<file path="src/sv/glcm_pkg.sv">
// Shared types, register indexes and constants for the co-occurrence matrix block.
package glcm_pkg;

  localparam int unsigned MAX_BINS_DEF   = 64;
  localparam int unsigned MAX_DIM_DEF    = 4096;
  localparam int unsigned PIXEL_BITS_DEF = 8;
  localparam int unsigned COUNT_BITS_DEF = 24;

  localparam int unsigned CFG_IDX_W  = 3;
  localparam int unsigned CFG_DATA_W = 13;
  localparam int unsigned LEVELS_W   = 9;
  localparam int unsigned BINS_CFG_W = 7;
  localparam int unsigned COORD_W    = 12;
  localparam int unsigned SIZE_W     = 13;
  localparam int unsigned READ_W     = 6;

  localparam int unsigned OUT_FIFO_DEPTH = 8;

  localparam logic [LEVELS_W-1:0]   LEVELS_RST  = 9'd256;
  localparam logic [BINS_CFG_W-1:0] BINS_RST    = 7'd8;
  localparam logic [COORD_W-1:0]    PATCH_XY_RST = 12'd0;
  localparam logic [SIZE_W-1:0]     PATCH_WH_RST = 13'd4096;

  typedef enum logic [CFG_IDX_W-1:0] {
    CFG_LEVELS  = 3'd0,
    CFG_BINS    = 3'd1,
    CFG_PATCH_X = 3'd2,
    CFG_PATCH_Y = 3'd3,
    CFG_PATCH_W = 3'd4,
    CFG_PATCH_H = 3'd5
  } cfg_idx_t;

  typedef enum logic {
    OP_ACC  = 1'b0,
    OP_READ = 1'b1
  } op_t;

  typedef struct packed {
    logic [COORD_W-1:0] x;
    logic [COORD_W-1:0] y;
    logic [SIZE_W-1:0]  w;
    logic [SIZE_W-1:0]  h;
  } patch_t;

  // vld: memory operation present; rd: read and clear; hit: read address inside the store
  typedef struct packed {
    logic vld;
    logic rd;
    logic hit;
  } mem_ctl_t;

endpackage

</file>
<file path="src/sv/glcm_div.sv">
// Iterative restoring divider, one quotient bit per cycle.
module glcm_div #(
  parameter int unsigned DVD_W = 18,
  parameter int unsigned DVS_W = 9
) (
  input  logic             clk,
  input  logic             rst_n,
  input  logic             start,
  input  logic [DVD_W-1:0] dividend,
  input  logic [DVS_W-1:0] divisor,
  output logic             done,
  output logic [DVD_W-1:0] quotient
);

  localparam int unsigned CNT_W = $clog2(DVD_W + 1);

  typedef enum logic {D_IDLE, D_RUN} dstate_t;

  dstate_t          state_r;
  logic [CNT_W-1:0] cnt_r;
  logic [DVD_W-1:0] quo_r;
  logic [DVS_W-1:0] rem_r;
  logic [DVS_W-1:0] dvs_r;
  logic             done_r;
  logic [DVS_W:0]   trial;
  logic [DVS_W:0]   diff;
  logic             take;

  always_comb begin
    trial = {rem_r, quo_r[DVD_W-1]};
    diff  = trial - {1'b0, dvs_r};
    take  = (trial >= {1'b0, dvs_r});
  end

  always_ff @(posedge clk) begin
    if (!rst_n) begin
      state_r <= D_IDLE;
      done_r  <= 1'b0;
      cnt_r   <= '0;
    end else begin
      done_r <= 1'b0;
      unique case (state_r)
        D_IDLE: begin
          if (start) begin
            quo_r   <= dividend;
            rem_r   <= '0;
            dvs_r   <= divisor;
            cnt_r   <= CNT_W'(DVD_W);
            state_r <= D_RUN;
          end
        end
        D_RUN: begin
          quo_r <= {quo_r[DVD_W-2:0], take};
          rem_r <= take ? diff[DVS_W-1:0] : trial[DVS_W-1:0];
          cnt_r <= cnt_r - CNT_W'(1);
          if (cnt_r == CNT_W'(1)) begin
            state_r <= D_IDLE;
            done_r  <= 1'b1;
          end
        end
        default: state_r <= D_IDLE;
      endcase
    end
  end

  assign done     = done_r;
  assign quotient = quo_r;

endmodule

</file>
<file path="src/sv/glcm_cfg.sv">
// Configuration registers and bin-width setup: bin width and its reciprocal.
module glcm_cfg #(
  parameter int unsigned MAX_BINS   = glcm_pkg::MAX_BINS_DEF,
  parameter int unsigned PIXEL_BITS = glcm_pkg::PIXEL_BITS_DEF
) (
  input  logic                                 clk,
  input  logic                                 rst_n,
  input  logic                                 cfg_wr_en,
  input  logic [glcm_pkg::CFG_IDX_W-1:0]       cfg_index,
  input  logic [glcm_pkg::CFG_DATA_W-1:0]      cfg_wdata,
  output glcm_pkg::patch_t                     patch,
  output logic [$clog2(MAX_BINS)-1:0]          bins_m1,
  output logic [PIXEL_BITS+glcm_pkg::LEVELS_W:0] recip,
  output logic                                 ready
);

  localparam int unsigned LW    = glcm_pkg::LEVELS_W;
  localparam int unsigned K     = PIXEL_BITS + LW;
  localparam int unsigned DVD_W = K + 1;
  localparam int unsigned BIN_W = $clog2(MAX_BINS);

  typedef enum logic [1:0] {S_IDLE, S_WIDTH, S_RECIP} sstate_t;

  sstate_t                           state_r;
  logic                              dirty_r;
  logic                              start_r;
  logic [DVD_W-1:0]                  dvd_r;
  logic [LW-1:0]                     dvs_r;
  logic [DVD_W-1:0]                  recip_r;
  logic [LW-1:0]                     levels_r;
  logic [glcm_pkg::BINS_CFG_W-1:0]   bins_cfg_r;
  glcm_pkg::patch_t                  patch_r;
  logic [LW-1:0]                     bins_eff;
  logic [LW-1:0]                     wq;
  logic [LW-1:0]                     wdt;
  logic [DVD_W-1:0]                  rnd;
  logic                              div_done;
  logic [DVD_W-1:0]                  div_q;

  always_comb begin
    priority if (bins_cfg_r == '0) begin
      bins_eff = LW'(1);
    end else if (32'(bins_cfg_r) > MAX_BINS) begin
      bins_eff = LW'(MAX_BINS);
    end else begin
      bins_eff = LW'(bins_cfg_r);
    end
    wq  = div_q[LW-1:0];
    wdt = (wq == '0) ? LW'(1) : wq;
    // dividend for ceil(2^K / width)
    rnd = (DVD_W'(1) << K) + DVD_W'(wdt) - DVD_W'(1);
  end

  glcm_div #(
    .DVD_W (DVD_W),
    .DVS_W (LW)
  ) u_div (
    .clk      (clk),
    .rst_n    (rst_n),
    .start    (start_r),
    .dividend (dvd_r),
    .divisor  (dvs_r),
    .done     (div_done),
    .quotient (div_q)
  );

  always_ff @(posedge clk) begin
    if (!rst_n) begin
      state_r    <= S_IDLE;
      dirty_r    <= 1'b1;
      start_r    <= 1'b0;
      levels_r   <= glcm_pkg::LEVELS_RST;
      bins_cfg_r <= glcm_pkg::BINS_RST;
      patch_r.x  <= glcm_pkg::PATCH_XY_RST;
      patch_r.y  <= glcm_pkg::PATCH_XY_RST;
      patch_r.w  <= glcm_pkg::PATCH_WH_RST;
      patch_r.h  <= glcm_pkg::PATCH_WH_RST;
    end else begin
      start_r <= 1'b0;
      unique case (state_r)
        S_IDLE: begin
          if (dirty_r) begin
            dirty_r <= 1'b0;
            start_r <= 1'b1;
            dvd_r   <= DVD_W'(levels_r);
            dvs_r   <= bins_eff;
            state_r <= S_WIDTH;
          end
        end
        S_WIDTH: begin
          if (div_done) begin
            start_r <= 1'b1;
            dvd_r   <= rnd;
            dvs_r   <= wdt;
            state_r <= S_RECIP;
          end
        end
        S_RECIP: begin
          if (div_done) begin
            recip_r <= div_q;
            state_r <= S_IDLE;
          end
        end
        default: state_r <= S_IDLE;
      endcase
      if (cfg_wr_en) begin
        unique case (cfg_index)
          glcm_pkg::CFG_LEVELS: begin
            levels_r <= cfg_wdata[LW-1:0];
            dirty_r  <= 1'b1;
          end
          glcm_pkg::CFG_BINS: begin
            bins_cfg_r <= cfg_wdata[glcm_pkg::BINS_CFG_W-1:0];
            dirty_r    <= 1'b1;
          end
          glcm_pkg::CFG_PATCH_X: patch_r.x <= cfg_wdata[glcm_pkg::COORD_W-1:0];
          glcm_pkg::CFG_PATCH_Y: patch_r.y <= cfg_wdata[glcm_pkg::COORD_W-1:0];
          glcm_pkg::CFG_PATCH_W: patch_r.w <= cfg_wdata[glcm_pkg::SIZE_W-1:0];
          glcm_pkg::CFG_PATCH_H: patch_r.h <= cfg_wdata[glcm_pkg::SIZE_W-1:0];
          default: ;
        endcase
      end
    end
  end

  assign patch   = patch_r;
  assign bins_m1 = BIN_W'(bins_eff - LW'(1));
  assign recip   = recip_r;
  assign ready   = (state_r == S_IDLE) && !dirty_r;

endmodule

</file>
<file path="config.mk">
export PLATFORM = sky130hd
export DESIGN_NAME = glcm_cfg
export DESIGN_NICKNAME = d
export VERILOG_FILES = /design/src/sv/glcm_pkg.sv /design/src/sv/glcm_div.sv /design/src/sv/glcm_cfg.sv
export SDC_FILE = /design/constraint.sdc
export NUM_CORES = 1
export LEC_CHECK = 0
export BUFFER_PORTS_ARGS = -buffer_cell sky130_fd_sc_hd__buf_2
export CORE_ASPECT_RATIO = 1.2
export CORE_MARGIN = 4
export CORE_UTILIZATION = 57
export CTS_CLUSTER_SIZE = 40
export DETAILED_ROUTE_END_ITERATION = 16
export GPL_TIMING_DRIVEN = 0
export PLACE_DENSITY_LB_ADDON = 0.2
export SLEW_MARGIN = 0
export SYNTH_ARGS = -nofsm -noshare
export SYNTH_HDL_FRONTEND = slang
export SYNTH_SLANG_ARGS = --single-unit
</file>
<file path="constraint.sdc">
create_clock -name clk -period 3.3 [get_ports clk]
set_input_delay 0.66 -clock clk [delete_from_list [all_inputs] [get_ports clk]]
set_output_delay 0.66 -clock clk [all_outputs]
set_load 0.03 [all_outputs]
</file>
# [Yosys cells after proc, flatten, opt, wreduce, memory -nomap -nowiden]
# Index checks and enable logic that the tools add are counted.
[op_classes] n_addsub=5 magnitude_cmp=2 eq_ne=12 n_mux=30 bitwise_logic=1 n_reduce_logical=20
[op_table] op="$pmux 18 s2" n=2
[op_table] op="$mux 18" n=3
[op_table] op="$mux 9" n=5
[op_table] op="$pmux 9 s2" n=2
[op_table] op="$add 18x9->18 const A" n=1
[op_table] op="$sub 18x1->18 const B" n=1
[op_table] op="$reduce_and 2->1" n=8
[op_table] op="$mux 7" n=2
[op_table] op="$ge 10x9->1" n=1
[op_table] op="$pmux 5 s2" n=1
[op_table] op="$logic_not 9->1" n=1
[op_table] op="$reduce_and 3->1" n=3
[op_table] op="$sub 9x9->9" n=1
[op_table] op="$mux 1" n=8
[op_table] op="$gt 7x7->1 const B" n=1
[op_table] op="$logic_not 7->1" n=1
[op_table] op="$eq 3x2->1 const B" n=2
[op_table] op="$eq 3x3->1 const B" n=2
[op_table] op="$mux 2" n=3
[op_table] op="$pmux 2 s3" n=1
[op_table] op="$sub 6x1->6 const B" n=1
[op_table] op="$eq 5x1->1 const B" n=1
[op_table] op="$mux 5" n=1
[op_table] op="$sub 5x1->5 const B" n=1
[op_table] op="14 further kinds" n=17
[word_totals] regBits=158 input_bits=19 out_inout_bits=75 elab_cells=88

# [Longest topological paths before layout]
[depth] word_depth=6 mapped_depth=10

# [Cells and area by module]
# A second synthesis with hierarchy kept.
[unflattened] cells_unflattened=624 hier_area_um2=6844.1
[by_module_without_submodules] module="glcm_cfg" instances=1 cells_per_inst=444 area_per_inst_um2=4579.4 seq_area_each_um2=2752.6
[by_module_without_submodules] module="glcm_div" instances=1 cells_per_inst=180 area_per_inst_um2=2264.7 seq_area_each_um2=1221.2

# [Worst setup path after synthesis]
# OpenSTA, ideal clock, no wires.
[synth_timing] path_kind="register to output" start="register bins_cfg_r[0] in the netlist's numbering" end="output bins_m1[4]" arrival_time_ps=2479 required_ps=2640 path_slack_ps=161 stages_incl_launch_ff=8 n_path_buf=0 cell_sequence="dfxtp_1 > or3_1 > or3_1 > nor2_1 > o21bai_1 > ha_1 > nor3b_1 > o21ai_0"
[synth_between] elab_chain_cells=4
[synth_lines] item="start, declared" line_no="glcm_cfg.sv:31" rtl="logic [glcm_pkg::BINS_CFG_W-1:0] bins_cfg_r;"
[synth_lines] item="start signal, assigned" line_no="glcm_cfg.sv:73" rtl="bins_cfg_r <= glcm_pkg::BINS_RST;"
[synth_lines] item="start signal, assigned" line_no="glcm_cfg.sv:113" rtl="bins_cfg_r <= cfg_wdata[glcm_pkg::BINS_CFG_W-1:0];"
[synth_lines] item="$gt 7x7->1" line_no="glcm_cfg.sv:43" rtl="end else if (32'(bins_cfg_r) > MAX_BINS) begin"
[synth_lines] item="$mux 7" line_no="glcm_cfg.sv:43"
[synth_lines] item="$mux 7 *" line_no="glcm_cfg.sv:41" rtl="priority if (bins_cfg_r == '0) begin"
[synth_lines] item="$sub 6x1->6 *" line_no="glcm_cfg.sv:127" rtl="assign bins_m1 = BIN_W'(bins_eff - LW'(1));"
[synth_lines] item="end, declared" line_no="glcm_cfg.sv:12" rtl="output logic [$clog2(MAX_BINS)-1:0] bins_m1,"
# Every way passes the cells marked *; elsewhere a longest branch is shown, timed or not.

# [Worst setup path after layout]
# Same ends and word-level chain as after synthesis.

==> results_dict.tcl <==
set metrics [dict create \
    fill_cells 884 \
    synth_flop_cell "edfxtp_1" \
    p_clk_share_pct 42.5 \
    p_int_mw 3.58 \
    syn_area_um2 6740 \
    rrSetupSlack_ps 650 \
    wire_per_inst_um 16.0 \
    grt_antenna_before_repair 0 \
    fmax_mhz 318 \
    rr_worst_depth 9 \
    p_total_mw 4.72 \
    dieWidth_um 107 \
    seq_area_um2 3970 \
    die_area_um2 13600 \
    path_class "reg2out" \
    grt_overflow 0 \
    grt_max_degree 19 \
    cts.htree.levels 4 \
    min_path_cells 0 \
    arrival_ps 2490 \
    cts_tree "built" \
    setup_viol 0 \
    clock_sinks 158 \
    multi_input_area_um2 2590 \
    grt_pass1_vias 4982 \
    worstMarginPinSlew_ps 939 \
    ys_types 58 \
    post_cts_buffers 0 \
    grt_pass1_wl_um 24400 \
    hold_end "u_div.dvs_r[1]" \
    finalClockSkew_ps 12.6 \
    hold_class "reg2reg" \
    power.switching_mw 1.14 \
    dp_hpwl_um 10500 \
    finalHoldViolCount 0 \
    reg2reg_from "u_div.quotient[6]" \
    maxSlewViolCount 0 \
    cts_buffers 17 \
    fp.dieH_um 127 \
    power_density_nw_per_um2 583 \
    path_max_fanout 3 \
    antenna_left 0 \
    timing.final.crit_share_pct 95.4 \
    vdd_ir_drop_max_v 0.000405 \
    swShare_pct 24.1 \
    insertion_delay_ps 410 \
    grt_use_total_pct 22.9 \
    end_kind "primary output" \
    cts_buffer_depth 2 \
    worstSetupStartpointType "flip-flop" \
    slew_headroom_pct 37.4 \
    vias_per_cell 5.33 \
    clk_pin_slew_ps 60 \
    critPathRequiredTime_ps 2640 \
    outcome "finished clean" \
    layout-drive-gt1-share_pct 21.9 \
    wl_um 14700 \
    coreArea_um2 11600 \
    drt-initial-drc-count 232 \
    synth-seq-cells 158 \
    hold_ws_ps 414 \
    p_leak_nw 3.22 \
    place.gp.congestion 0.880 \
    cts_root_buf "clkbuf_16" \
    holdBufCountCts 0 \
    comb_power_share_pct 10.3 \
    antenna_cells 0 \
    rows 43 \
    syn2layout_area_growth_pct 19.9 \
    fin_util_pct 69.9 \
    initial_core_util_pct 58.3 \
    syn_inst 630 \
    period_minus_slack_ps 3150 \
    vias 4875 \
    async_flop_share_pct 0 \
    maxCapViolations 0 \
    synth-edff-count 81 \
    place_area_um2 7460 \
    design_area_um2 8090 \
    min-delay-start "dvs_r[1]" \
    drcViolationCount 0 \
    drtPass1Iterations 4 \
    synth-seq-area-share_pct 58.9 \
    seqPwrFrac_pct 47.2 \
    io_buffer_count 92 \
    avgSynthCellArea_um2 10.7 \
    grt_setup_unrepaired "false" \
    pin_count 94 \
    fin_nets 780 \
    yosysWarnings 0 \
    tns_ps 0 \
    r2r_end "dvd_r[8]" \
]
[cells in the final DEF (no fill, tap or decap), drive strengths merged, types with 7 or more instances in the layout]
master and count:
buf 102, and2 7, xnor2 9, nand3 8, nor2 26, a21oi 15, nor2b 7, nand2b 11
clkbuf 43, inv 26, mux2i 7, o21ai 21, mux2 17, ha 14, dfxtp 77, nand2 166
nor3 8, a21boi 62, edfxtp 81
[area by class of cell]
type,instances,area share (%)
Sequential cell,158,49.1
Tap cell,157,2.43
Inverter,21,0.975
Buffer,29,1.52
Timing Repair Buffer,94,6.25
Clock inverter,9,1.13
Multi-Input combinational cell,425,32.0
Clock buffer,22,6.55
[cell families after synthesis]
logic type	count (synthesis)	share of synthesized area [%]
other	1	0.0556
multiplexers	24	3.88
flip-flops	158	58.9
buffers and inverters	50	2.99
AO/OA/AOI/OAI	115	12.5
adder cells (fa/ha/maj)	15	2.89
AND/OR/NAND/NOR	255	17.2
XOR/XNOR	12	1.56
[state kept, by name (all words and copies together) (netlist names), 2 cells and up]
signal and cells:
bins_cfg_r 7, dvd_r 18, dvs_r 9, levels_r 9
patch 50, recip 18, state_r 2, u_div.cnt_r 5
u_div.dvs_r 9, u_div.quotient 18, u_div.rem_r 9
[through the flow]
step | setup WS [ps] | instances
final | 152 | 915
after global routing | 11.3 | 915
after CTS | 9.16 | 915
after detailed placement | 456 | 884
after global placement | -116 | 882
after floorplan | 161 | 633
[power by group through the flow]
stage	combinational, mW	sequential [mW]	clock, mW
6_report	0.486	2.23	2.00
5_1_grt	0.538	2.24	2.11
4_1_cts	0.490	2.23	2.02
3_5_place_dp	0.484	2.27	0
3_3_place_gp	0.455	2.27	0
2_1_floorplan	0.320	2.28	0
[cells in the mapped netlist, types with 5 or more instances]
| master | instances | area, µm² |
|---|---|---|
| nand2_1 | 165 | 619 |
| edfxtp_1 | 81 | 2430 |
| dfxtp_1 | 77 | 1540 |
| a21boi_1 | 62 | 465 |
| nor2_1 | 23 | 86.3 |
| clkbuf_1 | 21 | 78.8 |
| inv_1 | 19 | 71.3 |
| ha_1 | 14 | 175 |
| mux2_2 | 13 | 146 |
| o21ai_1 | 12 | 60.1 |
| a21oi_1 | 11 | 55.1 |
| nand2b_1 | 10 | 62.6 |
| xnor2_1 | 9 | 78.8 |
| nand3_1 | 8 | 40.0 |
| nor3_1 | 8 | 40.0 |
| mux2i_1 | 7 | 70.1 |
| nor2b_1 | 7 | 43.8 |
| o21ai_0 | 7 | 35.0 |
| and2_1 | 6 | 37.5 |
| and4b_1 | 5 | 50.1 |
| buf_2 | 5 | 25.0 |
[how the worst max path moves through the flow]
stage / start / to / slack (ps) / depth (start not counted)
after detailed placement: bins_cfg_r[0] / bins_m1[4] / 460 / 8
after CTS: bins_cfg_r[0] / bins_m1[4] / 9 / 8
after floorplan: bins_cfg_r[0] / bins_m1[4] / 160 / 7
after global routing: bins_cfg_r[0] / bins_m1[4] / 10 / 8
after global placement: rst_n / dvd_r[9] / -120 / 3
final: bins_cfg_r[0] / bins_m1[4] / 150 / 8
[routing by layer]
metal | wire length [µm] | GRT usage [%] | vias up
li1 | - | - | 2395
met1 | 5660 | 25.6 | 2317
met3 | 914 | 5.46 | 23
met5 | 0 | 0 | -
met2 | 7720 | 40.6 | 140
met4 | 375 | 11.2 | 0
[critical path, stage by stage, from the launching register on]
cell and delay, ps:
dfxtp_1 320, or3_1 400, or3_1 340, nor2_1 90
o21bai_1 120, ha_2 220, nor3b_1 130, o21ai_1 230
buf_4 210
[timing repair]
action	4_1_cts	5_1_grt
gates resized for setup	0	4
endpoints found under the setup margin	0	1
endpoints found under the hold margin	0	0
Power figures use the tool's default switching activity.
