$ cat config.mk
export PLATFORM = sky130hd
export DESIGN_NAME = glcm_quant
export DESIGN_NICKNAME = d
export VERILOG_FILES = /design/src/sv/glcm_pkg.sv /design/src/sv/glcm_quant.sv
export SDC_FILE = /design/constraint.sdc
export NUM_CORES = 1
export LEC_CHECK = 0
export BUFFER_PORTS_ARGS = -buffer_cell sky130_fd_sc_hd__buf_2
export CAP_MARGIN = 10
export CORE_MARGIN = 4
export CORE_UTILIZATION = 40
export CTS_CLUSTER_DIAMETER = 100
export DETAILED_ROUTE_END_ITERATION = 16
export HOLD_SLACK_MARGIN = 0.08
export SLEW_MARGIN = 20
export SYNTH_ARGS = -nofsm -noshare
export SYNTH_HDL_FRONTEND = slang
export SYNTH_SLANG_ARGS = --single-unit
export TNS_END_PERCENT = 20
$ cat constraint.sdc
create_clock -name clk -period 5.4 [get_ports clk]
set_clock_uncertainty 0.1 [all_clocks]
set_input_delay 0.27 -clock clk [delete_from_list [all_inputs] [get_ports clk]]
set_output_delay 0.27 -clock clk [all_outputs]
set_load 0.005 [all_outputs]
$ cat src/sv/glcm_pkg.sv
// Shared types, register indexes and constants for the co-occurrence matrix block.
package glcm_pkg;

  localparam int unsigned MAX_BINS_DEF   = 64;
  localparam int unsigned MAX_DIM_DEF    = 4096;
  localparam int unsigned PIXEL_BITS_DEF = 8;
  localparam int unsigned COUNT_BITS_DEF = 24;

  localparam int unsigned CFG_IDX_W  = 3;
  localparam int unsigned CFG_DATA_W = 13;
  localparam int unsigned LEVELS_W   = 9;
  localparam int unsigned BINS_CFG_W = 7;
  localparam int unsigned COORD_W    = 12;
  localparam int unsigned SIZE_W     = 13;
  localparam int unsigned READ_W     = 6;

  localparam int unsigned OUT_FIFO_DEPTH = 8;

  localparam logic [LEVELS_W-1:0]   LEVELS_RST  = 9'd256;
  localparam logic [BINS_CFG_W-1:0] BINS_RST    = 7'd8;
  localparam logic [COORD_W-1:0]    PATCH_XY_RST = 12'd0;
  localparam logic [SIZE_W-1:0]     PATCH_WH_RST = 13'd4096;

  typedef enum logic [CFG_IDX_W-1:0] {
    CFG_LEVELS  = 3'd0,
    CFG_BINS    = 3'd1,
    CFG_PATCH_X = 3'd2,
    CFG_PATCH_Y = 3'd3,
    CFG_PATCH_W = 3'd4,
    CFG_PATCH_H = 3'd5
  } cfg_idx_t;

  typedef enum logic {
    OP_ACC  = 1'b0,
    OP_READ = 1'b1
  } op_t;

  typedef struct packed {
    logic [COORD_W-1:0] x;
    logic [COORD_W-1:0] y;
    logic [SIZE_W-1:0]  w;
    logic [SIZE_W-1:0]  h;
  } patch_t;

  // vld: memory operation present; rd: read and clear; hit: read address inside the store
  typedef struct packed {
    logic vld;
    logic rd;
    logic hit;
  } mem_ctl_t;

endpackage

$ cat src/sv/glcm_quant.sv
// Patch test, pixel quantiser and matrix address generation, pipelined.
module glcm_quant #(
  parameter int unsigned MAX_BINS   = glcm_pkg::MAX_BINS_DEF,
  parameter int unsigned MAX_DIM    = glcm_pkg::MAX_DIM_DEF,
  parameter int unsigned PIXEL_BITS = glcm_pkg::PIXEL_BITS_DEF
) (
  input  logic                                    clk,
  input  logic                                    rst_n,
  input  logic                                    in_fire,
  input  logic                                    in_op,
  input  logic [PIXEL_BITS-1:0]                   in_ref_pixel,
  input  logic [PIXEL_BITS-1:0]                   in_nbr_pixel,
  input  logic                                    in_nbr_inside,
  input  logic [glcm_pkg::COORD_W-1:0]            in_pixel_row,
  input  logic [glcm_pkg::COORD_W-1:0]            in_pixel_col,
  input  logic [glcm_pkg::READ_W-1:0]             in_read_row,
  input  logic [glcm_pkg::READ_W-1:0]             in_read_col,
  input  glcm_pkg::patch_t                        patch,
  input  logic [$clog2(MAX_BINS)-1:0]             bins_m1,
  input  logic [PIXEL_BITS+glcm_pkg::LEVELS_W:0]  recip,
  output glcm_pkg::mem_ctl_t                      req,
  output logic [$clog2(MAX_BINS*MAX_BINS)-1:0]    req_addr,
  output logic [glcm_pkg::READ_W-1:0]             req_row,
  output logic [glcm_pkg::READ_W-1:0]             req_col
);

  localparam int unsigned K      = PIXEL_BITS + glcm_pkg::LEVELS_W;
  localparam int unsigned RCP_W  = K + 1;
  localparam int unsigned PW     = PIXEL_BITS + RCP_W;
  localparam int unsigned BIN_W  = $clog2(MAX_BINS);
  localparam int unsigned ADDR_W = $clog2(MAX_BINS * MAX_BINS);
  localparam int unsigned RW     = glcm_pkg::READ_W;

  function automatic logic [BIN_W-1:0] clamp_bin(input logic [PIXEL_BITS-1:0] q,
                                                 input logic [BIN_W-1:0] lim);
    logic [BIN_W-1:0] r;
    if (32'(q) > 32'(lim)) begin
      r = lim;
    end else begin
      r = BIN_W'(q);
    end
    return r;
  endfunction

  // stage 0
  logic                          vld0_r;
  logic                          op0_r;
  logic [PIXEL_BITS-1:0]         ref0_r;
  logic [PIXEL_BITS-1:0]         nbr0_r;
  logic                          inside0_r;
  logic [glcm_pkg::COORD_W-1:0]  row0_r;
  logic [glcm_pkg::COORD_W-1:0]  col0_r;
  logic [RW-1:0]                 rrow0_r;
  logic [RW-1:0]                 rcol0_r;
  // stage 1
  logic                          vld1_r;
  logic                          op1_r;
  logic                          take1_r;
  logic [PW-1:0]                 pref1_r;
  logic [PW-1:0]                 pnbr1_r;
  logic [RW-1:0]                 rrow1_r;
  logic [RW-1:0]                 rcol1_r;
  // request
  glcm_pkg::mem_ctl_t            req_r;
  logic [ADDR_W-1:0]             addr_r;
  logic [RW-1:0]                 row2_r;
  logic [RW-1:0]                 col2_r;

  logic                          row_ok;
  logic                          col_ok;
  logic [BIN_W-1:0]              ridx;
  logic [BIN_W-1:0]              cidx;
  logic                          rd_hit;
  logic [ADDR_W-1:0]             acc_addr;
  logic [ADDR_W-1:0]             rd_addr;

  always_comb begin
    row_ok = (32'(row0_r) < MAX_DIM) && (row0_r >= patch.y) &&
             (32'(row0_r) < 32'(patch.y) + 32'(patch.h));
    col_ok = (32'(col0_r) < MAX_DIM) && (col0_r >= patch.x) &&
             (32'(col0_r) < 32'(patch.x) + 32'(patch.w));
    ridx     = clamp_bin(pref1_r[K+PIXEL_BITS-1:K], bins_m1);
    cidx     = clamp_bin(pnbr1_r[K+PIXEL_BITS-1:K], bins_m1);
    acc_addr = ADDR_W'(32'(ridx) * MAX_BINS + 32'(cidx));
    rd_hit   = (32'(rrow1_r) < MAX_BINS) && (32'(rcol1_r) < MAX_BINS);
    rd_addr  = ADDR_W'(32'(rrow1_r) * MAX_BINS + 32'(rcol1_r));
  end

  always_ff @(posedge clk) begin
    if (!rst_n) begin
      vld0_r  <= 1'b0;
      vld1_r  <= 1'b0;
      req_r   <= '0;
    end else begin
      vld0_r    <= in_fire;
      vld1_r    <= vld0_r;
      req_r.vld <= vld1_r && (op1_r || take1_r);
      req_r.rd  <= op1_r;
      req_r.hit <= rd_hit;
    end
    if (in_fire) begin
      op0_r     <= in_op;
      ref0_r    <= in_ref_pixel;
      nbr0_r    <= in_nbr_pixel;
      inside0_r <= in_nbr_inside;
      row0_r    <= in_pixel_row;
      col0_r    <= in_pixel_col;
      rrow0_r   <= in_read_row;
      rcol0_r   <= in_read_col;
    end
    op1_r   <= op0_r;
    take1_r <= inside0_r && row_ok && col_ok;
    pref1_r <= PW'(ref0_r) * PW'(recip);
    pnbr1_r <= PW'(nbr0_r) * PW'(recip);
    rrow1_r <= rrow0_r;
    rcol1_r <= rcol0_r;
    addr_r  <= op1_r ? rd_addr : acc_addr;
    row2_r  <= rrow1_r;
    col2_r  <= rcol1_r;
  end

  assign req      = req_r;
  assign req_addr = addr_r;
  assign req_row  = row2_r;
  assign req_col  = col2_r;

endmodule

### Word level (Yosys, flattened, before mapping)

Index checks and enable logic that the tools add are counted.

* flip-flop bits (word level): 147
* input port bits: 131
* output and inout port bits: 27
* word-level logic and storage cells: 44

* $add $sub $neg: 4
* $mul: 2
* magnitude comparators: 6
* mux-type cells: 4
* reduce and logical (&&, ||, !) cells: 6

Operators by type and width (count)
* $mul A8 B18 Y25: 2
* $add A12 B13 Y14: 2
* $lt A12 B14 Y1: 2
* $add A12 B6 Y12: 2
* $ge A12 B12 Y1: 2
* $gt A8 B6 Y1: 2
* $mux W12: 1
* $mux W6: 2
* $logic_and A1 B1 Y1: 5
* $logic_or A1 B1 Y1: 1
* $mux W1: 1

### Longest topological paths before layout

Gate-level depths: netlist of run 1.

* depth after elaboration: 5
* gate-level depth with buffers: 19
* gate-level depth less buffers: 18

### Worst setup path after synthesis of run 1

OpenSTA, ideal clock, no wires.

* path type: register to register
* from: register nbr0_r[7]
* to: register pnbr1_r[20]
* setup time: 0.122 ns
* arrival time: 4.556 ns
* required time: 5.178 ns
* setup slack: 0.622 ns
* cell stages (with the launch flop): 19
* path buffers: 1
* period minus slack after synthesis: 4.778 ns
* cell sequence: edfxtp_1 -> clkbuf_1 -> nand2_1 -> fa_1 -> fa_1 -> inv_1 -> fa_1 -> inv_1 -> fa_1 -> inv_1 -> ha_1 -> a2111oi_0 -> o31ai_1 -> nand4_1 -> a21oi_1 -> nor2b_1 -> o21ai_0 -> a211oi_1 -> nor2_1

* word-level cells in the longest chain between the ends: 1

Ends and longest elaborated chain
* start, declared: RTL line glcm_quant.sv:49 `logic [PIXEL_BITS-1:0] nbr0_r;`
* start signal, assigned: RTL line glcm_quant.sv:104 `nbr0_r <= in_nbr_pixel;`
* $mul A8 B18 Y25: RTL line glcm_quant.sv:114 `pnbr1_r <= PW'(nbr0_r) * PW'(recip);`
* end signal, assigned: RTL line glcm_quant.sv:114
* end, declared: RTL line glcm_quant.sv:60 `logic [PW-1:0] pnbr1_r;`

No other way between the ends.
A chain may end at the register's enable or synchronous reset.

### Worst setup path in the final report of run 1

* from: register ref0_r[3]
* to: register pref1_r[24]

* word-level cells in the longest chain between the ends: 1

Ends and longest elaborated chain
* start, declared: RTL line glcm_quant.sv:48 `logic [PIXEL_BITS-1:0] ref0_r;`
* start signal, assigned: RTL line glcm_quant.sv:103 `ref0_r <= in_ref_pixel;`
* $mul A8 B18 Y25: RTL line glcm_quant.sv:113 `pref1_r <= PW'(ref0_r) * PW'(recip);`
* end signal, assigned: RTL line glcm_quant.sv:113
* end, declared: RTL line glcm_quant.sv:59 `logic [PW-1:0] pref1_r;`

No other way between the ends.

==> impl_metrics.csv, run 1 <==
group,metric,value,unit
synthesis,syn_avg_cell_area,9.93,um^2
power,leakagePower,7.99,nW
clock_network,clock_latency,0.43,ns
worst_setup_path,cp_num_cells,17,
power,power.internal,3.24,mW
worst_setup_path,critPathTopFamily,"adder cells",
worst_setup_path,arrival,5.32,ns
clock_network,cts_root_buffer,"clkbuf_16",
power,peakVddDrop,325,uV
die,dieHeight,191,um
synthesis,yosysUniqueCellTypes,49,
worst_setup_path,cp-start-kind,"register",
worst_setup_path,reg2reg_from,"ref0_r[3]",
clock_network,cts_made_buffers,17,
sta,finalSetupTns,0,ns
hold_path,min_from,"bins_m1[0]",
layout,layout.nets,2062,
synthesis,ys_seq_area_share,20.9,%
route,wire_per_inst,14.8,um
layout,area_growth,19.6,%
worst_setup_path,reg2reg_slack,0.33,ns
power,seqPwrFrac,21.0,%
synthesis,syn-cell-area,13400,um^2
route,drt_iter0_drc,300,
sta,setup_viol,0,
sta,finalCritPeriodShare,93.8,%
clock_network,clockBufferDepth,2,
clock_network,htree_levels,4,
die,dieArea,36500,um^2
worst_setup_path,cp_common_cell,"fa_1",
worst_setup_path,cp_slowest_cell,"edfxtp_1",
global_route,grt_max_degree,37,
die,die_x,191,um
sta,finalMaxSlewViolations,0,
synthesis,synth_top_flop_cell,"dfxtp_1",
route,via_per_inst,4.76,
worst_setup_path,crit_fanout,7,
hold_path,hold_path.class,"input pin to register",
worst_setup_path,cp_slowest_stage_delay,0.55,ns
clock_network,cts_sinks,113,
synthesis,async_reset_ff_share,0,%
worst_setup_path,rr_endpoint,"pref1_r[24]",
sta,max_freq,197,MHz
worst_setup_path,crit_buf_inv,3,
sta,rsz0062_at_grt,"no",
clock_network,clk_pin_slew,0.06,ns
global_route,overflow,0,
hold_path,min_path_cells,3,
sta,maxSlewHeadroom,48.6,%
synthesis,synth_cells,1349,
global_route,grt_pass1_wl,50.7,mm
sta,hold_viol,0,
layout,antenna_cells,0,
power,power.density,349,nW/um^2
route,drcViolationCount,0,
flow_run,drv_cap,0,
global_route,track_usage,17.3,%
route,drt_pass1_iterations,5,
power,power.share.combinational,58.9,%
global_route,grt_pass1_vias,10400,
placement,dp_hpwl,23.4,mm
power,p_clk_share,20.2,%
die,fp.coreArea,32800,um^2
clock_network,cts_tree,"yes",
synthesis,synth_warnings,0,
sta,tightest_slew,0.770,ns
die,num_rows,66,
route,dr_total_vias,9663,
die,pin_count,158,
synthesis,ys_seq_elements,113,
route,ant_nets,0,
layout,drive_above_1_share,14.5,%
global_route,antenna_found_initial,0,
synthesis,synth.net_count,1834,
sta,setup_slack,0.334,ns
synthesis,synth-edff-count,54,
layout,utilization,48.8,%
placement,gp_congestion,0.803,
hold_path,whs_endpoint,"req_addr[0]",
route,routed_wl,30.0,mm
outcome,outcome,"finished clean",
placement,post-place-ws,-0.106,ns
worst_setup_path,crit_chain,"nand2_1, fa_1, fa_1, inv_1, fa_1, inv_1, fa_1, inv_1, ha_1, a2111oi_1, o21ai_0, a21oi_2, a21oi_2, a211oi_2, o31ai_1, a21oi_1, xnor2_1",
worst_setup_path,end_kind,"register",
worst_setup_path,critPathRequiredTime,5.65,ns
power,p_sw,2.34,mW
die,initial_core_util,40.9,%
placement,numPortBuffers,157,
worst_setup_path,reg2reg_depth,17,
power,switching_share,41.9,%
sta,period_minus_slack,5.07,ns
worst_setup_path,path_class,"register to register",
[power groups by stage]
stage	logic, mW	clock network (mW)	registers [mW]
2_1_floorplan	2.48	0	1.14
3_3_place_gp	3.16	0	1.20
3_5_place_dp	3.22	0	1.20
4_1_cts	3.32	1.17	1.18
5_1_grt	3.86	1.20	1.19
6_report	3.29	1.13	1.17
[sequential cells by signal, summed over array words and instances, names as in the netlist, 8 cells and up]
name,cells
nbr0_r,8
row0_r,12
ref0_r,8
pnbr1_r,8
col0_r,12
req_addr,12
pref1_r,8
[area by class of cell]
cell class / instances / area [um^2]
clock inverters: 14 / 143
fillers: 3097 / 16800
well taps: 442 / 553
clock buffers: 18 / 439
repair buffers: 247 / 1610
inverters: 246 / 923
flip-flops and latches: 113 / 2800
multi-input cells: 952 / 9540
[metrics by stage]
| stage | total power [mW] | instances | hold WS (ns) | instance area [um^2] |
|---|---|---|---|---|
| final | 5.59 | 2032 | 0.129 | 16000 |
| after global routing | 6.25 | 2032 | 0.141 | 16000 |
| after CTS | 5.66 | 2022 | 0.114 | 15900 |
| after detailed placement | 4.42 | 1923 | 0.227 | 14700 |
| after global placement | 4.36 | 1923 | 0.224 | 14700 |
| after floorplan | 3.62 | 1349 | 0.198 | 13400 |
[cell usage in the layout, fill, tap and decap left out, types with 12 or more instances in the layout]
cell type        n
o21a_1          13
a21o_1          20
nor2_1          21
nand2_1         78
o21ai_0         31
edfxtp_1        54
a21oi_1         49
mux2i_1         12
buf_2          157
ha_1           164
inv_1          246
xor2_1          19
fa_1           190
buf_4           30
dfxtp_1         59
dlygate4sd3_1   60
and2_1         241
clkbuf_16       17
xnor2_1         23
[per-layer routing]
layer,routed length (um),part of all wire [%],vias to the layer above,GRT usage (%)
met5,0,0,-,0
met4,328,1.1,0,3.29
met3,1270,4.2,23,2.98
met2,15100,50,156,30.7
met1,13400,44,4756,22.4
li1,-,-,4728,-
[what timing repair did]
| action | in CTS | in global routing |
|---|---|---|
| pin swaps | 0 | 0 |
| hold endpoints to repair | 65 | 0 |
| hold buffers | 60 | 0 |
| buffers inserted | 7 | 10 |
| endpoints found under the setup margin | 3 | 11 |
| resized for setup | 1 | 4 |
[how the worst max path moves through the flow]
stage,start,end,slack [ns]
2_1_floorplan,nbr0_r[7],pnbr1_r[20],0.62
3_3_place_gp,ref0_r[2],pref1_r[24],0.09
5_1_grt,nbr0_r[5],pnbr1_r[20],0.01
6_report,ref0_r[3],pref1_r[24],0.33
4_1_cts,nbr0_r[3],pnbr1_r[20],0.06
3_5_place_dp,ref0_r[2],pref1_r[24],-0.11
[cell families after synthesis]
logic type / synth area share [%]
adder cells (fa/ha/maj): 43.7
XOR/XNOR: 2.75
flip-flops: 20.9
buffers and inverters: 7.96
AND/OR/NAND/NOR: 16.0
multiplexers: 0.897
AO/OA/AOI/OAI: 7.73
[worst min-delay path: cells and delay by family]
kind	cells	cell delay, ns
AOI/OAI and AO/OA	2	0.20
buffers and inverters	1	0.14
[synthesized netlist by cell type, types with 3 or more instances]
master | instances | area (um^2)
o31ai_1 | 3 | 22.5
clkbuf_1 | 38 | 143
xnor2_1 | 23 | 201
o21a_1 | 13 | 97.6
nand2_1 | 78 | 293
a211oi_1 | 6 | 45.0
o21bai_1 | 4 | 30.0
nor2b_1 | 4 | 25.0
mux2i_1 | 12 | 120
a41o_1 | 3 | 30.0
and2_1 | 241 | 1510
o21ai_1 | 6 | 30.0
nor3_1 | 5 | 25.0
nand3_1 | 10 | 50.1
dfxtp_1 | 59 | 1180
xor2_1 | 19 | 166
fa_1 | 190 | 3800
inv_1 | 246 | 923
nand4_1 | 7 | 43.8
a21oi_1 | 51 | 255
a21o_1 | 20 | 150
nor2_1 | 21 | 78.8
nand2b_1 | 6 | 37.5
o21ai_0 | 31 | 155
edfxtp_1 | 54 | 1620
ha_1 | 164 | 2050
o211ai_1 | 6 | 45.0
No activity file was read; power rests on OpenSTA's default activity.
==> run 2: changes to the inputs <==
--- a/config.mk
+++ b/config.mk
@@ -7,11 +7,14 @@
 export LEC_CHECK = 0
 export BUFFER_PORTS_ARGS = -buffer_cell sky130_fd_sc_hd__buf_2
 export CAP_MARGIN = 10
+export CELL_PAD_IN_SITES_DETAIL_PLACEMENT = 1
+export CELL_PAD_IN_SITES_GLOBAL_PLACEMENT = 2
 export CORE_MARGIN = 4
-export CORE_UTILIZATION = 40
+export CORE_UTILIZATION = 39
 export CTS_CLUSTER_DIAMETER = 100
 export DETAILED_ROUTE_END_ITERATION = 16
 export HOLD_SLACK_MARGIN = 0.08
+export PLACE_DENSITY_LB_ADDON = 0.1
 export SLEW_MARGIN = 20
 export SYNTH_ARGS = -nofsm -noshare
 export SYNTH_HDL_FRONTEND = slang
==> impl_metrics.csv, run 2 (synthesis gave the netlist of run 1 again) <==
group,metric,value,unit
layout,area_growth,19.9,%
worst_setup_path,cp_common_cell,"fa_1",
placement,numPortBuffers,157,
sta,tightest_slew,0.885,ns
worst_setup_path,arrival,5.24,ns
route,drt_iter0_drc,250,
sta,setup_viol,0,
clock_network,htree_levels,4,
layout,drive_above_1_share,14.6,%
route,routed_wl,35.0,mm
layout,antenna_cells,0,
route,wire_per_inst,17.2,um
route,drt_pass1_iterations,4,
route,drcViolationCount,0,
die,dieHeight,193,um
worst_setup_path,path_class,"register to register",
power,peakVddDrop,239,uV
die,num_rows,67,
sta,period_minus_slack,5.02,ns
die,die_x,193,um
route,dr_total_vias,9791,
worst_setup_path,cp_slowest_cell,"edfxtp_1",
clock_network,clk_pin_slew,0.07,ns
route,via_per_inst,4.79,
global_route,grt_pass1_vias,11200,
worst_setup_path,startpoint,"nbr0_r[6]",
global_route,grt_max_degree,56,
clock_network,cts_root_buffer,"clkbuf_16",
hold_path,hold_path.class,"input pin to register",
sta,hold_viol,0,
layout,layout.nets,2066,
route,ant_nets,0,
worst_setup_path,crit_buf_inv,3,
die,initial_core_util,39.7,%
placement,dp_hpwl,27.4,mm
layout,utilization,47.7,%
sta,rsz0062_at_grt,"no",
sta,finalMaxSlewViolations,0,
global_route,antenna_found_initial,0,
layout,layout_common_cells,"246 x inv_1, 241 x and2_1, 190 x fa_1",
placement,post_dp_cell_area,14800,um^2
die,pin_count,158,
clock_network,clock_latency,0.43,ns
clock_network,cts_tree,"yes",
placement,gp_congestion,0.766,
worst_setup_path,cp_slowest_stage_delay,0.59,ns
worst_setup_path,critPathRequiredTime,5.62,ns
die,fp.coreArea,33700,um^2
sta,maxSlewHeadroom,41.0,%
die,dieArea,37400,um^2
power,power.density,356,nW/um^2
worst_setup_path,end_kind,"register",
worst_setup_path,crit_fanout,11,
clock_network,clockBufferDepth,2,
power,total_power,5.72,mW
layout,regArea,2800,um^2
layout,postLayoutCellArea,16100,um^2
hold_path,min_from,"bins_m1[3]",
global_route,track_usage,19.3,%
sta,max_freq,199,MHz
layout,mostFrequentLayoutCell,"inv_1",
sta,finalCritPeriodShare,93.0,%
worst_setup_path,reg2reg_from,"nbr0_r[6]",
worst_setup_path,cp-start-kind,"register",
clock_network,cts_made_buffers,17,
global_route,overflow,0,
worst_setup_path,critPathTopFamily,"adder cells",
layout,multi_input_area,9530,um^2
power,leakagePower,8.02,nW
layout,fillers,3927,
clock_network,cts_sinks,113,
sta,finalSetupTns,0,ns
flow_run,drv_cap,0,
global_route,grt_pass1_wl,58.4,mm
outcome,outcome,"finished clean",
worst_setup_path,crit_chain,"nand2_1, fa_1, fa_1, inv_1, fa_1, inv_1, fa_1, inv_1, ha_1, a2111oi_1, o31ai_1, nand4_1, a21oi_1, nor2b_2, o21ai_0, a211oi_1, nor2_1",
run 2: cell types whose count changed in the layout (fill, tap and decap cells not counted):
cell           change
a21oi_2            -2
clkinv_2           +2
buf_4              +5
dlygate4sd3_1      -1
inv_8              -2
inv_6              -1
a21oi_1            +2
inv_4              -1
clkbuf_16          +2
run 2: layout make-up:
type                    instances  area share (%)
inverters                     246            5.75
clock inverters                12           0.717
flip-flops and latches        113            17.4
well taps                     448            3.49
repair buffers                251            10.2
clock buffers                  20            3.05
multi-input cells             952            59.4
run 2: tightest hold or removal path: cells and delay by family:
family	cells	cell delay, ns
buf+inv	1	0.12
compound gates	1	0.11
mux	1	0.09
run 2: per-stage QoR:
| step | instances | setup slack [ns] | hold WS, ns |
|---|---|---|---|
| 3_3_place_gp | 1937 | 0.103 | 0.225 |
| 2_1_floorplan | 1349 | 0.622 | 0.198 |
| 4_1_cts | 2032 | 0.0852 | 0.0850 |
| 5_1_grt | 2042 | 0.0402 | 0.106 |
| 3_5_place_dp | 1937 | -0.0589 | 0.228 |
| 6_report | 2042 | 0.376 | 0.0953 |
run 2: final timing paths:
| kind | endpoint | slack (ns) | cells past startpoint |
|---|---|---|---|
| hold reg to reg | rrow1_r[2] | 0.24 | 0 |
| setup reg to reg | pnbr1_r[20] | 0.38 | 17 |
| setup / recovery | pnbr1_r[20] | 0.38 | 17 |
| hold / removal | req_addr[9] | 0.1 | 3 |
run 2: repair_timing:
action                                  CTS  global route
hold endpoints to repair                 65             0
hold buffers                             59             0
endpoints found under the setup margin    1             6
gates resized for setup                   0             3
buffers inserted                          4            10
run 2: where the power goes:
group / switching [mW] / internal (mW) / leakage [nW] / total (mW)
sequential: 0.0985 / 1.07 / 1.03 / 1.16
clock: 0.470 / 0.708 / 0.299 / 1.18
combinational: 1.83 / 1.55 / 6.69 / 3.38
total: 2.40 / 3.33 / 8.02 / 5.72
run 2: metal layers:
metal | up-vias | global-route usage (%) | wire length [um]
met5 | - | 0 | 0
met4 | 0 | 2.70 | 229
met3 | 16 | 2.97 | 902
met2 | 109 | 34.3 | 17800
met1 | 4935 | 25.5 | 16100
li1 | 4731 | - | -
==> run 3: changes to the inputs <==
==> constraint.sdc (replaced) <==
create_clock -name clk -period 5.52 [get_ports clk]
set_clock_uncertainty 0.1 [all_clocks]
set_input_delay 0.276 -clock clk [delete_from_list [all_inputs] [get_ports clk]]
set_output_delay 0.276 -clock clk [all_outputs]
set_load 0.005 [all_outputs]
==> impl_metrics.csv, run 3 (synthesis gave the netlist of run 1 again) <==
group,metric,value,unit
power,leakagePower,7.99,nW
global_route,overflow,0,
power,power.density,347,nW/um^2
clock_network,clockBufferDepth,2,
worst_setup_path,cp-start-kind,"register",
power,seqPwrFrac,20.5,%
layout,layout.nets,2060,
sta,timing.hold.ws,0.101,ns
sta,period_minus_slack,5.18,ns
flow_run,drv_cap,0,
clock_network,htree_levels,4,
sta,finalMaxSlewViolations,0,
sta,finalCritPeriodShare,93.8,%
sta,maxSlewHeadroom,41.4,%
layout,utilization,47.5,%
sta,hold_viol,0,
global_route,grt_use_met1,25.7,%
worst_setup_path,end_kind,"register",
sta,setup_slack,0.344,ns
die,dieHeight,193,um
die,dieArea,37400,um^2
sta,finalSetupTns,0,ns
worst_setup_path,path_class,"register to register",
global_route,grt_max_degree,56,
power,p_sw,2.33,mW
global_route,met2_usage,32.8,%
layout,drive_above_1_share,14.4,%
die,die_x,193,um
placement,gp_congestion,0.770,
route,via_per_inst,4.78,
layout,area_growth,19.6,%
worst_setup_path,arrival,5.37,ns
power,power.internal,3.22,mW
power,power.share.combinational,59.2,%
route,wire_per_inst,16.7,um
layout,mostFrequentLayoutCell,"inv_1",
route,drt_pass1_iterations,4,
layout,postLayoutCellArea,16000,um^2
global_route,grt_pass1_vias,11000,
global_route,antenna_found_initial,1,
clock_network,clock_latency,0.42,ns
sta,setup_viol,0,
global_route,gr-usage-met3,2.94,%
clock_network,cts_tree,"yes",
layout,layout_common_cells,"246 x inv_1, 241 x and2_1, 190 x fa_1",
placement,post-place-ws,-0.0368,ns
die,num_rows,67,
power,total_power,5.56,mW
power,p_clk_share,20.3,%
sta,max_freq,193,MHz
die,initial_core_util,39.7,%
outcome,outcome,"finished clean",
placement,post_dp_cell_area,14700,um^2
route,drt_iter0_drc,280,
route,drcViolationCount,0,
hold_path,hold_path.class,"input pin to register",
sta,rsz0062_at_grt,"no",
clock_network,cts_root_buffer,"clkbuf_16",
placement,dp.cells,1929,
route,ant_nets,0,
global_route,grt_busiest_layer,"met2",
clock_network,clk_pin_slew,0.06,ns
placement,dp_hpwl,26.5,mm
clock_network,cts_made_buffers,17,
route,routed_wl,34.1,mm
sta,tightest_slew,0.879,ns
power,peakVddDrop,223,uV
global_route,track_usage,18.9,%
die,pin_count,158,
global_route,grt_pass1_wl,57.2,mm
layout,layout.cells.non_filler,2038,
power,switching_share,42.0,%
route,dr_total_vias,9733,
clock_network,cts_sinks,113,
placement,numPortBuffers,157,
worst_setup_path,critPathRequiredTime,5.72,ns
die,fp.coreArea,33700,um^2
worst_setup_path,crit_fanout,12,
-- run 3: changes by cell type in the layout (fill, tap and decap cells not counted), sizes merged --
cell,previous run,this run
buf,192,188
clkinv,4,5
clkinvlp,1,0
diode,0,2
dlygate4sd3,59,57
-- run 3: path summary, 6_finish.rpt --
kind / start / cells past startpoint / slack, ns / to
max: ref0_r[2] / 17 / 0.34 / pref1_r[24]
min: bins_m1[4] / 3 / 0.10 / req_addr[10]
max reg2reg: ref0_r[2] / 17 / 0.34 / pref1_r[24]
min reg2reg: rrow0_r[4] / 0 / 0.24 / rrow1_r[4]
-- run 3: area by class of cell --
type,instances,area [um^2]
diodes,2,5.00
clock buffers,20,478
clock inverters,12,118
fillers,3861,17700
inverters,246,923
multi-input cells,952,9530
flip-flops and latches,113,2800
well taps,448,561
repair buffers,245,1600
-- run 3: layer usage --
metal / vias to the layer above / share of wire (%)
met2: 113 / 50
met5: - / 0
met1: 4883 / 47
li1: 4723 / -
met4: 0 / 0.93
met3: 14 / 2.6
-- run 3: critical path, stage by stage (launching register included) --
cell	delay, ns
edfxtp_1	0.51
buf_4	0.23
and2_1	0.17
fa_1	0.52
fa_1	0.52
fa_1	0.50
inv_1	0.05
fa_1	0.48
inv_1	0.05
ha_1	0.31
nand2_1	0.05
o21ai_0	0.24
a21oi_2	0.10
a21oi_1	0.39
a211oi_2	0.17
o31ai_1	0.39
a21oi_1	0.14
xnor2_1	0.14
-- run 3: power by group through the flow --
stage	sequential, mW	clock, mW	combinational (mW)
2_1_floorplan	1.12	0	2.43
3_3_place_gp	1.17	0	3.20
3_5_place_dp	1.17	0	3.26
4_1_cts	1.15	1.16	3.35
5_1_grt	1.16	1.20	3.90
6_report	1.14	1.13	3.29
-- run 3: what timing repair did --
action                                  in CTS  in global routing
endpoints found under the setup margin       1                  5
hold buffers                                57                  0
setup buffers                                4                 14
hold endpoints to repair                    63                  0
resized for setup                            0                  2
